===== src/hdl/ffba_pkg.sv =====
// Shared types, widths and codes for the first-fit block bitmap allocator.
`default_nettype none

package ffba_pkg;

  localparam int NUM_BLOCKS_DEF    = 1024;
  localparam int MAP_WORD_BITS_DEF = 32;

  localparam int BLOCK_W  = 10;
  localparam int CFG_W    = 11;
  localparam int STATUS_W = 2;

  localparam logic [CFG_W-1:0] CFG_RESET = 11'd1024;

  localparam logic KIND_ALLOC = 1'b0;
  localparam logic KIND_FREE  = 1'b1;

  localparam logic [STATUS_W-1:0] ST_OK    = 2'd0;
  localparam logic [STATUS_W-1:0] ST_FULL  = 2'd1;
  localparam logic [STATUS_W-1:0] ST_RANGE = 2'd2;

  typedef struct packed {
    logic clr_step;
    logic start;
    logic scan;
    logic grab;
    logic set_full;
    logic set_range;
    logic div;
    logic frd;
    logic fwr;
    logic awr;
    logic out_load;
  } ffba_cmd_t;

  typedef struct packed {
    logic clr_last;
    logic chk_vld;
    logic hit;
    logic full;
    logic range_err;
    logic slot_free;
  } ffba_sts_t;

endpackage

`default_nettype wire


===== src/hdl/ffba_ctrl.sv =====
// Controller state machine sequencing clear, scan, free and result beats.
`default_nettype none

module ffba_ctrl
  import ffba_pkg::*;
(
  input  wire logic      clk,
  input  wire logic      rst,
  input  wire logic      in_valid,
  input  wire logic      kind,
  output logic           in_ready,
  input  wire ffba_sts_t sts,
  output ffba_cmd_t      cmd
);

  typedef enum logic [2:0] {
    CLEAR,
    IDLE,
    SCAN,
    AWR,
    FDIV,
    FRD,
    FWR,
    FIN
  } state_t;

  state_t state;
  state_t state_next;

  always_comb begin
    cmd        = '0;
    in_ready   = 1'b0;
    state_next = state;
    unique case (state)
      CLEAR: begin
        cmd.clr_step = 1'b1;
        if (sts.clr_last) state_next = IDLE;
      end
      IDLE: begin
        in_ready = 1'b1;
        if (in_valid) begin
          cmd.start  = 1'b1;
          state_next = (kind == KIND_FREE) ? FDIV : SCAN;
        end
      end
      SCAN: begin
        if (sts.chk_vld && sts.hit) begin
          cmd.grab   = 1'b1;
          state_next = AWR;
        end else if (sts.chk_vld && sts.full) begin
          cmd.set_full = 1'b1;
          state_next   = FIN;
        end else begin
          cmd.scan = 1'b1;
        end
      end
      AWR: begin
        cmd.awr    = 1'b1;
        state_next = FIN;
      end
      FDIV: begin
        if (sts.range_err) begin
          cmd.set_range = 1'b1;
          state_next    = FIN;
        end else begin
          cmd.div    = 1'b1;
          state_next = FRD;
        end
      end
      FRD: begin
        cmd.frd    = 1'b1;
        state_next = FWR;
      end
      FWR: begin
        cmd.fwr    = 1'b1;
        state_next = FIN;
      end
      FIN: begin
        if (sts.slot_free) begin
          cmd.out_load = 1'b1;
          state_next   = IDLE;
        end
      end
      default: state_next = CLEAR;
    endcase
  end

  always_ff @(posedge clk) begin
    if (rst) begin
      state <= CLEAR;
    end else begin
      state <= state_next;
    end
  end

endmodule

`default_nettype wire


===== src/hdl/ffba_dp.sv =====
// Datapath: allocation map memory, word scanner, free index split and output register.
`default_nettype none

module ffba_dp
  import ffba_pkg::*;
#(
  parameter int NUM_BLOCKS    = NUM_BLOCKS_DEF,
  parameter int MAP_WORD_BITS = MAP_WORD_BITS_DEF
) (
  input  wire logic                clk,
  input  wire logic                rst,
  input  wire logic                cfg_wr_en,
  input  wire logic [CFG_W-1:0]    cfg_wr_data,
  input  wire logic                kind,
  input  wire logic [BLOCK_W-1:0]  block_to_free,
  input  wire logic                out_ready,
  output logic                     out_valid,
  output logic [BLOCK_W-1:0]       granted_block,
  output logic [STATUS_W-1:0]      status,
  input  wire ffba_cmd_t           cmd,
  output ffba_sts_t                sts
);

  localparam int W     = MAP_WORD_BITS;
  localparam int DEPTH = (NUM_BLOCKS + W - 1) / W;
  localparam int AW    = (DEPTH > 1) ? $clog2(DEPTH) : 1;
  localparam int CW    = $clog2(DEPTH + 1);
  localparam int VW0   = $clog2(DEPTH * W + W + 1);
  localparam int VW    = (VW0 > CFG_W + 1) ? VW0 : CFG_W + 1;
  localparam int BPW   = $clog2(W);
  localparam int SH    = 20;
  localparam int PW    = SH + BLOCK_W;
  localparam int RECIP = ((1 << SH) + W - 1) / W;

  logic [W-1:0]        mem [DEPTH];
  logic [W-1:0]        rd_data;

  logic [CFG_W-1:0]    biu;
  logic [VW-1:0]       limit;

  logic [AW-1:0]       clr_addr;
  logic [CW-1:0]       scan_addr;
  logic [VW-1:0]       scan_base;
  logic [AW-1:0]       chk_addr;
  logic [VW-1:0]       chk_base;
  logic                chk_vld;

  logic                req_kind;
  logic [BLOCK_W-1:0]  idx;
  logic [AW-1:0]       faddr;
  logic [BPW-1:0]      bitpos;

  logic [AW-1:0]       wr_addr;
  logic [W-1:0]        wr_data;

  logic [BLOCK_W-1:0]  res_grant;
  logic [STATUS_W-1:0] res_status;

  logic [VW-1:0]       rem;
  logic [W-1:0]        mask;
  logic [W-1:0]        free_vec;
  logic [W-1:0]        low_one;
  logic [BPW-1:0]      hit_pos;
  logic                hit;
  logic [PW-1:0]       prod;
  logic [BLOCK_W-1:0]  qw;
  logic [BLOCK_W-1:0]  rmd;

  assign limit = (VW'(biu) > VW'(NUM_BLOCKS)) ? VW'(NUM_BLOCKS) : VW'(biu);

  always_comb begin
    rem = (limit > chk_base) ? (limit - chk_base) : '0;
    for (int b = 0; b < W; b++) begin
      mask[b] = VW'(b) < rem;
    end
    free_vec = ~rd_data & mask;
    low_one  = free_vec & (~free_vec + W'(1));
    hit      = |free_vec;
    hit_pos  = '0;
    for (int b = W - 1; b >= 0; b--) begin
      if (free_vec[b]) hit_pos = BPW'(b);
    end
  end

  assign prod = PW'(idx) * PW'(RECIP);
  assign qw   = BLOCK_W'(faddr) * BLOCK_W'(W);
  assign rmd  = idx - qw;

  assign sts.clr_last  = clr_addr == AW'(DEPTH - 1);
  assign sts.chk_vld   = chk_vld;
  assign sts.hit       = hit;
  assign sts.full      = !hit && ((chk_base + VW'(W)) >= limit);
  assign sts.range_err = VW'(idx) >= limit;
  assign sts.slot_free = !out_valid || out_ready;

  // map write port
  always_ff @(posedge clk) begin
    if (cmd.clr_step) begin
      mem[clr_addr] <= '0;
    end else if (cmd.awr) begin
      mem[wr_addr] <= wr_data;
    end else if (cmd.fwr) begin
      mem[faddr] <= rd_data & ~(W'(1) << bitpos);
    end
  end

  // map read port
  always_ff @(posedge clk) begin
    if (cmd.scan) begin
      rd_data <= mem[scan_addr[AW-1:0]];
    end else if (cmd.frd) begin
      rd_data <= mem[faddr];
    end
  end

  always_ff @(posedge clk) begin
    if (rst) begin
      biu       <= CFG_RESET;
      clr_addr  <= '0;
      scan_addr <= '0;
      scan_base <= '0;
      chk_vld   <= 1'b0;
      out_valid <= 1'b0;
    end else begin
      if (cfg_wr_en) biu <= cfg_wr_data;
      if (cmd.clr_step) clr_addr <= clr_addr + AW'(1);
      if (cmd.start) begin
        scan_addr <= '0;
        scan_base <= '0;
        chk_vld   <= 1'b0;
      end else if (cmd.scan) begin
        scan_addr <= scan_addr + CW'(1);
        scan_base <= scan_base + VW'(W);
        chk_vld   <= 1'b1;
      end
      if (cmd.out_load) begin
        out_valid <= 1'b1;
      end else if (out_ready) begin
        out_valid <= 1'b0;
      end
    end
  end

  always_ff @(posedge clk) begin
    if (cmd.start) begin
      req_kind <= kind;
      idx      <= block_to_free;
    end
    if (cmd.scan) begin
      chk_addr <= scan_addr[AW-1:0];
      chk_base <= scan_base;
    end
    if (cmd.grab) begin
      wr_addr    <= chk_addr;
      wr_data    <= rd_data | low_one;
      res_grant  <= BLOCK_W'(chk_base + VW'(hit_pos));
      res_status <= ST_OK;
    end
    if (cmd.set_full || cmd.set_range || cmd.fwr) begin
      res_grant <= '0;
    end
    if (cmd.set_full) res_status <= ST_FULL;
    if (cmd.set_range) res_status <= ST_RANGE;
    if (cmd.fwr) res_status <= (req_kind == KIND_FREE) ? ST_OK : ST_FULL;
    if (cmd.div) faddr <= AW'(prod[SH +: BLOCK_W]);
    if (cmd.frd) bitpos <= BPW'(rmd);
    if (cmd.out_load) begin
      granted_block <= res_grant;
      status        <= res_status;
    end
  end

endmodule

`default_nettype wire


===== src/hdl/first_fit_block_bitmap_allocator.sv =====
// Top level of the first-fit block bitmap allocator.
//
// Request channel (in_valid/in_ready): kind selects allocate or free; block_to_free names the
// block to release on a free beat. Result channel (out_valid/out_ready): granted_block and
// status, one result beat per request, in request order.
// Configuration: cfg_wr_en writes cfg_wr_data into blocks_in_use at once; write only when idle.
// Values above NUM_BLOCKS act as NUM_BLOCKS.
// The map is one memory word of MAP_WORD_BITS blocks per entry, read through one registered
// port. Allocate walks it one word a cycle from word 0 and stops at the first free block or
// at the limit. Free goes through range check, index split, read, write and result.
// One request is in work at a time; the next is accepted the cycle after a result is loaded.
// Reset clears the map with one pass over every map word, during which in_ready stays low;
// configuration writes are taken as ever.
// A stalled receiver holds the result in the output register; the following request is still
// accepted and worked, and its result waits until the output register frees.
`default_nettype none

module first_fit_block_bitmap_allocator
  import ffba_pkg::*;
#(
  parameter int NUM_BLOCKS    = NUM_BLOCKS_DEF,
  parameter int MAP_WORD_BITS = MAP_WORD_BITS_DEF
) (
  input  wire logic                clk,
  input  wire logic                rst,
  input  wire logic                cfg_wr_en,
  input  wire logic [CFG_W-1:0]    cfg_wr_data,
  input  wire logic                in_valid,
  output logic                     in_ready,
  input  wire logic                kind,
  input  wire logic [BLOCK_W-1:0]  block_to_free,
  output logic                     out_valid,
  input  wire logic                out_ready,
  output logic [BLOCK_W-1:0]       granted_block,
  output logic [STATUS_W-1:0]      status
);

  ffba_cmd_t cmd;
  ffba_sts_t sts;

  ffba_ctrl u_ctrl (
    .clk      (clk),
    .rst      (rst),
    .in_valid (in_valid),
    .kind     (kind),
    .in_ready (in_ready),
    .sts      (sts),
    .cmd      (cmd)
  );

  ffba_dp #(
    .NUM_BLOCKS    (NUM_BLOCKS),
    .MAP_WORD_BITS (MAP_WORD_BITS)
  ) u_dp (
    .clk           (clk),
    .rst           (rst),
    .cfg_wr_en     (cfg_wr_en),
    .cfg_wr_data   (cfg_wr_data),
    .kind          (kind),
    .block_to_free (block_to_free),
    .out_ready     (out_ready),
    .out_valid     (out_valid),
    .granted_block (granted_block),
    .status        (status),
    .cmd           (cmd),
    .sts           (sts)
  );

endmodule

`default_nettype wire


===== config.mk =====
export PLATFORM = sky130hd
export DESIGN_NAME = first_fit_block_bitmap_allocator
export DESIGN_NICKNAME = d
export VERILOG_FILES = /design/src/hdl/ffba_pkg.sv /design/src/hdl/ffba_ctrl.sv /design/src/hdl/ffba_dp.sv /design/src/hdl/first_fit_block_bitmap_allocator.sv
export SDC_FILE = /design/constraint.sdc
export NUM_CORES = 2
export LEC_CHECK = 0
export BUFFER_PORTS_ARGS = -buffer_cell sky130_fd_sc_hd__buf_2
export CAP_MARGIN = 0
export CORE_MARGIN = 1
export CORE_UTILIZATION = 55
export DETAILED_ROUTE_END_ITERATION = 6
export PLACE_DENSITY = 0.73
export SETUP_SLACK_MARGIN = 0.05
export SLEW_MARGIN = 10
export SYNTH_ARGS = -nofsm -noshare
export SYNTH_HDL_FRONTEND = slang
export SYNTH_SLANG_ARGS = --single-unit

===== constraint.sdc =====
create_clock -name clk -period 5.53 [get_ports clk]
set_clock_uncertainty 0.1 [all_clocks]
set_input_delay 1.106 -clock clk [delete_from_list [all_inputs] [get_ports clk]]
set_output_delay 1.106 -clock clk [all_outputs]
set_load 0.1 [all_outputs]

==> metrics.txt <==
# TYPE chip_impl_metric gauge
chip_impl_metric{name="area_fraction_in_and_or_nand_and_nor_cells_after_synthesis",unit="%"} 2.963
chip_impl_metric{name="clkTransAtPathRegs",unit="ns"} 0.06
chip_impl_metric{name="fin_worst_hold_slack",unit="ns"} 0.3236
chip_impl_metric{name="synth_compound_area_share",unit="%"} 3.437
chip_impl_metric{name="async_flop_share",unit="%"} 0
chip_impl_metric{name="holdBufCountCts",unit=""} 0
chip_impl_info{name="final_common_cell",value="edfxtp_1"} 1
chip_impl_info{name="worstHoldPathType",value="flip-flop to flip-flop"} 1
chip_impl_metric{name="slew_viol_final",unit=""} 0
chip_impl_metric{name="wl",unit="µm"} 154000
chip_impl_metric{name="max_slew_margin",unit="%"} 15.40
chip_impl_metric{name="ys_warn_count",unit=""} 0
chip_impl_info{name="status",value="complete, no violations"} 1
chip_impl_metric{name="synth.mux.area_fraction",unit="%"} 27.58
chip_impl_metric{name="width_of_the_chip",unit="µm"} 319.7
chip_impl_metric{name="detailed_place_hpwl",unit="µm"} 87040
chip_impl_metric{name="post_synthesis_share_of_cell_area_spent_on_xor_and_xnor_gates",unit="%"} 0.2366
chip_impl_metric{name="drc",unit=""} 0
chip_impl_metric{name="cap_violations",unit=""} 0
chip_impl_metric{name="fill_cells",unit=""} 6653
chip_impl_info{name="clock_tree.root_cell",value="clkbuf_16"} 1
chip_impl_info{name="rsz_0062_raised_after_global_routing",value="false"} 1
chip_impl_metric{name="vias",unit=""} 31250
chip_impl_metric{name="detail_route.iter0.violations",unit=""} 4304
chip_impl_metric{name="max-clock-path-buffers",unit=""} 3
chip_impl_metric{name="synth_enable_flop_cells",unit=""} 1140
chip_impl_metric{name="fin_setup_tns",unit="ns"} 0
chip_impl_metric{name="worst_hold_path.num_cells",unit=""} 0
chip_impl_metric{name="ctsHtreeMaxLevel",unit=""} 3
chip_impl_metric{name="setup_viol",unit=""} 0
chip_impl_info{name="critPathCaptureType",value="flip-flop"} 1
chip_impl_metric{name="finalWorstPathRequiredPeriod",unit="ns"} 5.192
chip_impl_metric{name="grt.overflow.total",unit=""} 0
chip_impl_metric{name="initial_core_util",unit="%"} 55.52
chip_impl_info{name="tritoncts",value="built"} 1
chip_impl_metric{name="required",unit="ns"} 5.87
chip_impl_metric{name="mappedNetlistArea",unit="µm²"} 55520
chip_impl_metric{name="power_per_cell_area",unit="nW/µm²"} 302.6
chip_impl_metric{name="synth_fp_nets",unit=""} 2856
chip_impl_metric{name="ir_drop",unit="mV"} 0.2745
chip_impl_metric{name="route.antenna.remaining_nets",unit=""} 0
chip_impl_metric{name="synth.avg_cell_area",unit="µm²"} 19.83
chip_impl_metric{name="floorplan.die.height",unit="µm"} 319.7
chip_impl_metric{name="via_per_inst",unit=""} 7.307
chip_impl_info{name="largest_family_of_logic_cells_by_synthesized_area",value="multiplexers"} 1
chip_impl_metric{name="timing.critical_path.slowest_cell_delay",unit="ns"} 0.54
chip_impl_metric{name="layout-drive-gt1-share",unit="%"} 37.03
chip_impl_metric{name="yosys.area_share.adder",unit="%"} 0.6670
chip_impl_metric{name="p_leak",unit="nW"} 16.87
chip_impl_metric{name="worst-endpoint-arrival",unit="ns"} 5.53
chip_impl_metric{name="yosys_register_bits",unit=""} 1193
chip_impl_metric{name="placeableCoreArea",unit="µm²"} 100000
chip_impl_info{name="timing.critical_path.cells",value="inv_1, nand2_1, ha_1, inv_1, fa_1, xor2_1, a2111oi_4, o2111ai_4, o41ai_1, a32oi_1, o31a_1, or4b_4, o41ai_4, nand2_4, buf_4, nand2_1, o21ai_0"} 1
chip_impl_metric{name="nets",unit=""} 2935
chip_impl_metric{name="dr.pass1.iters",unit=""} 5
chip_impl_metric{name="timing.fmax",unit="MHz"} 192.6
chip_impl_metric{name="final_wtd_congestion",unit=""} 0.9573
chip_impl_metric{name="post_synth_inst_count",unit=""} 2800
chip_impl_metric{name="worst_pin_slew",unit="ns"} 1.269
chip_impl_metric{name="placementRows",unit=""} 116
chip_impl_metric{name="initial_antenna_violation_count",unit=""} 1
chip_impl_metric{name="area_growth_syn_to_layout",unit="%"} 12.33
chip_impl_metric{name="tritoncts.num_buffers",unit=""} 119
chip_impl_metric{name="tritoncts_num_sinks",unit=""} 1193
chip_impl_info{name="worst_path_max_delay_cell",value="or4b_4"} 1
chip_impl_metric{name="first_pass_grt_wire_length",unit="µm"} 224400
chip_impl_metric{name="r2r.worst_path.cells",unit=""} 17
chip_impl_metric{name="critical_path.max_fanout",unit=""} 40
chip_impl_metric{name="numPlacedInstances",unit=""} 4053
chip_impl_info{name="timing.critical_path.from_type",value="flip-flop"} 1
chip_impl_metric{name="netlist-cell-type-count",unit=""} 79
chip_impl_metric{name="synth_seq_area_share",unit="%"} 63.57
chip_impl_metric{name="fin_crit_sh",unit="%"} 93.89
chip_impl_metric{name="antenna-diode-count",unit=""} 0
chip_impl_metric{name="grt_pass1_vias",unit=""} 32500
chip_impl_metric{name="timing.final.hold_violations",unit=""} 0
chip_impl_info{name="postSynth.topFlopCell",value="edfxtp_1"} 1
chip_impl_metric{name="post_drt_wl_per_cell",unit="µm"} 36.02
chip_impl_metric{name="io_buffers",unit=""} 40
chip_impl_metric{name="clock_insertion_delay_worst_skew",unit="ns"} 0.73
chip_impl_info{name="final_cell_mix",value="edfxtp_1 (1140), mux4_2 (640), nand2_1 (134)"} 1
chip_impl_metric{name="i_o_pin_count",unit=""} 41
chip_impl_metric{name="maximum_number_of_pins_on_one_net_before_global_route_repair",unit=""} 89
chip_impl_info{name="criticalPathCategory",value="flip-flop to flip-flop"} 1
chip_impl_metric{name="grt_util_all_layers",unit="%"} 30.80
chip_impl_metric{name="finish.cell_count_without_fillers",unit=""} 4277
chip_impl_metric{name="design.die.area",unit="µm²"} 102200
## critical path: cells and delay by family, from the launching register on
kind / cells / cell delay [ns]
AO/OA/AOI/OAI: 7 / 2.14
AND/OR/NAND/NOR: 4 / 1.03
adder cells (fa/ha/maj): 2 / 0.57
buffers and inverters: 3 / 0.50
flip-flops: 1 / 0.34
XOR/XNOR: 1 / 0.20
## final timing paths
kind                    startpoint               end  slack, ns
setup / recovery      u_dp.biu[10]  u_dp.rd_data[31]       0.34
hold / removal    u_dp.chk_addr[1]   u_dp.wr_addr[1]       0.32
setup reg to reg      u_dp.biu[10]  u_dp.rd_data[31]       0.34
hold reg to reg   u_dp.chk_addr[1]   u_dp.wr_addr[1]       0.32
## cells by family (layout without fill, tap and decap cells)
logic type	Yosys count	count (layout)
buffers and inverters	226	405
AND/OR/NAND/NOR	351	351
adder cells (fa/ha/maj)	29	29
XOR/XNOR	15	15
flip-flops	1193	1193
multiplexers	725	725
AO/OA/AOI/OAI	261	261
## report_power, final
part	internal, mW	total [mW]	switching [mW]
combinational	0.171	0.422	0.251
clock	5.01	8.54	3.53
sequential	9.86	9.91	0.0512
total	15.0	18.9	3.84
## layout make-up
cell class / instances / area, µm² / area share, %
sequential: 1193 / 35330 / 56.64
multi-input combinational: 1381 / 19680 / 31.56
clock buffer: 139 / 3074 / 4.929
tap: 1298 / 1624 / 2.604
timing repair buffer: 156 / 1516 / 2.431
clock inverter: 82 / 1037 / 1.663
inverter: 28 / 108.9 / 0.1745
## flip-flops by register name (all words and copies together), names as in the netlist, 7 cells and up, named ones only
signal	flops
u_dp.mem	1024
u_dp.rd_data	32
u_dp.wr_data	32
u_dp.biu	11
u_dp.granted_block	10
u_dp.idx	10
u_dp.res_grant	10
u_dp.chk_base	7
u_dp.scan_base	7
## layer usage
layer	vias to the layer above	global-route usage [%]	share of wire (%)
met3	428	5.870	10
met4	2	13.27	4.6
li1	12290	-	-
met2	2004	49.61	49
met5	-	0	0.0052
met1	16530	41.52	36
## through the flow
stage          cell area (µm²)  utilization [%]  total power [mW]  setup slack (ns)
3_5_place_dp             58200            58.20             10.52            0.2283
3_3_place_gp             58200            58.20             10.49            0.3535
6_report                 62370            62.37             18.87            0.3378
4_1_cts                  62310            62.31             18.94            0.2352
5_1_grt                  62370            62.37             19.31            0.1034
2_1_floorplan            55530                -             10.32            0.1938
## repair_timing
item	4_1_cts	5_1_grt
endpoints found under the setup margin	0	40
setup buffers	0	2
gates resized for setup	0	4
## cells in the mapped netlist (20+ instances only)
library cell	count	area share [%]
edfxtp_1	1140	62
inv_1	25	0.17
nand2_1	134	0.91
a21oi_1	44	0.40
mux4_2	640	26
mux2_2	38	0.77
ha_1	28	0.63
buf_1	58	0.39
a32o_1	32	0.58
a21o_1	20	0.27
mux2i_1	47	0.85
clkbuf_1	133	0.90
nand3_1	26	0.23
dfxtp_1	53	1.9
nor2_1	95	0.64
o21ai_0	64	0.58
Note: power is estimated with default switching activity, not from simulation.
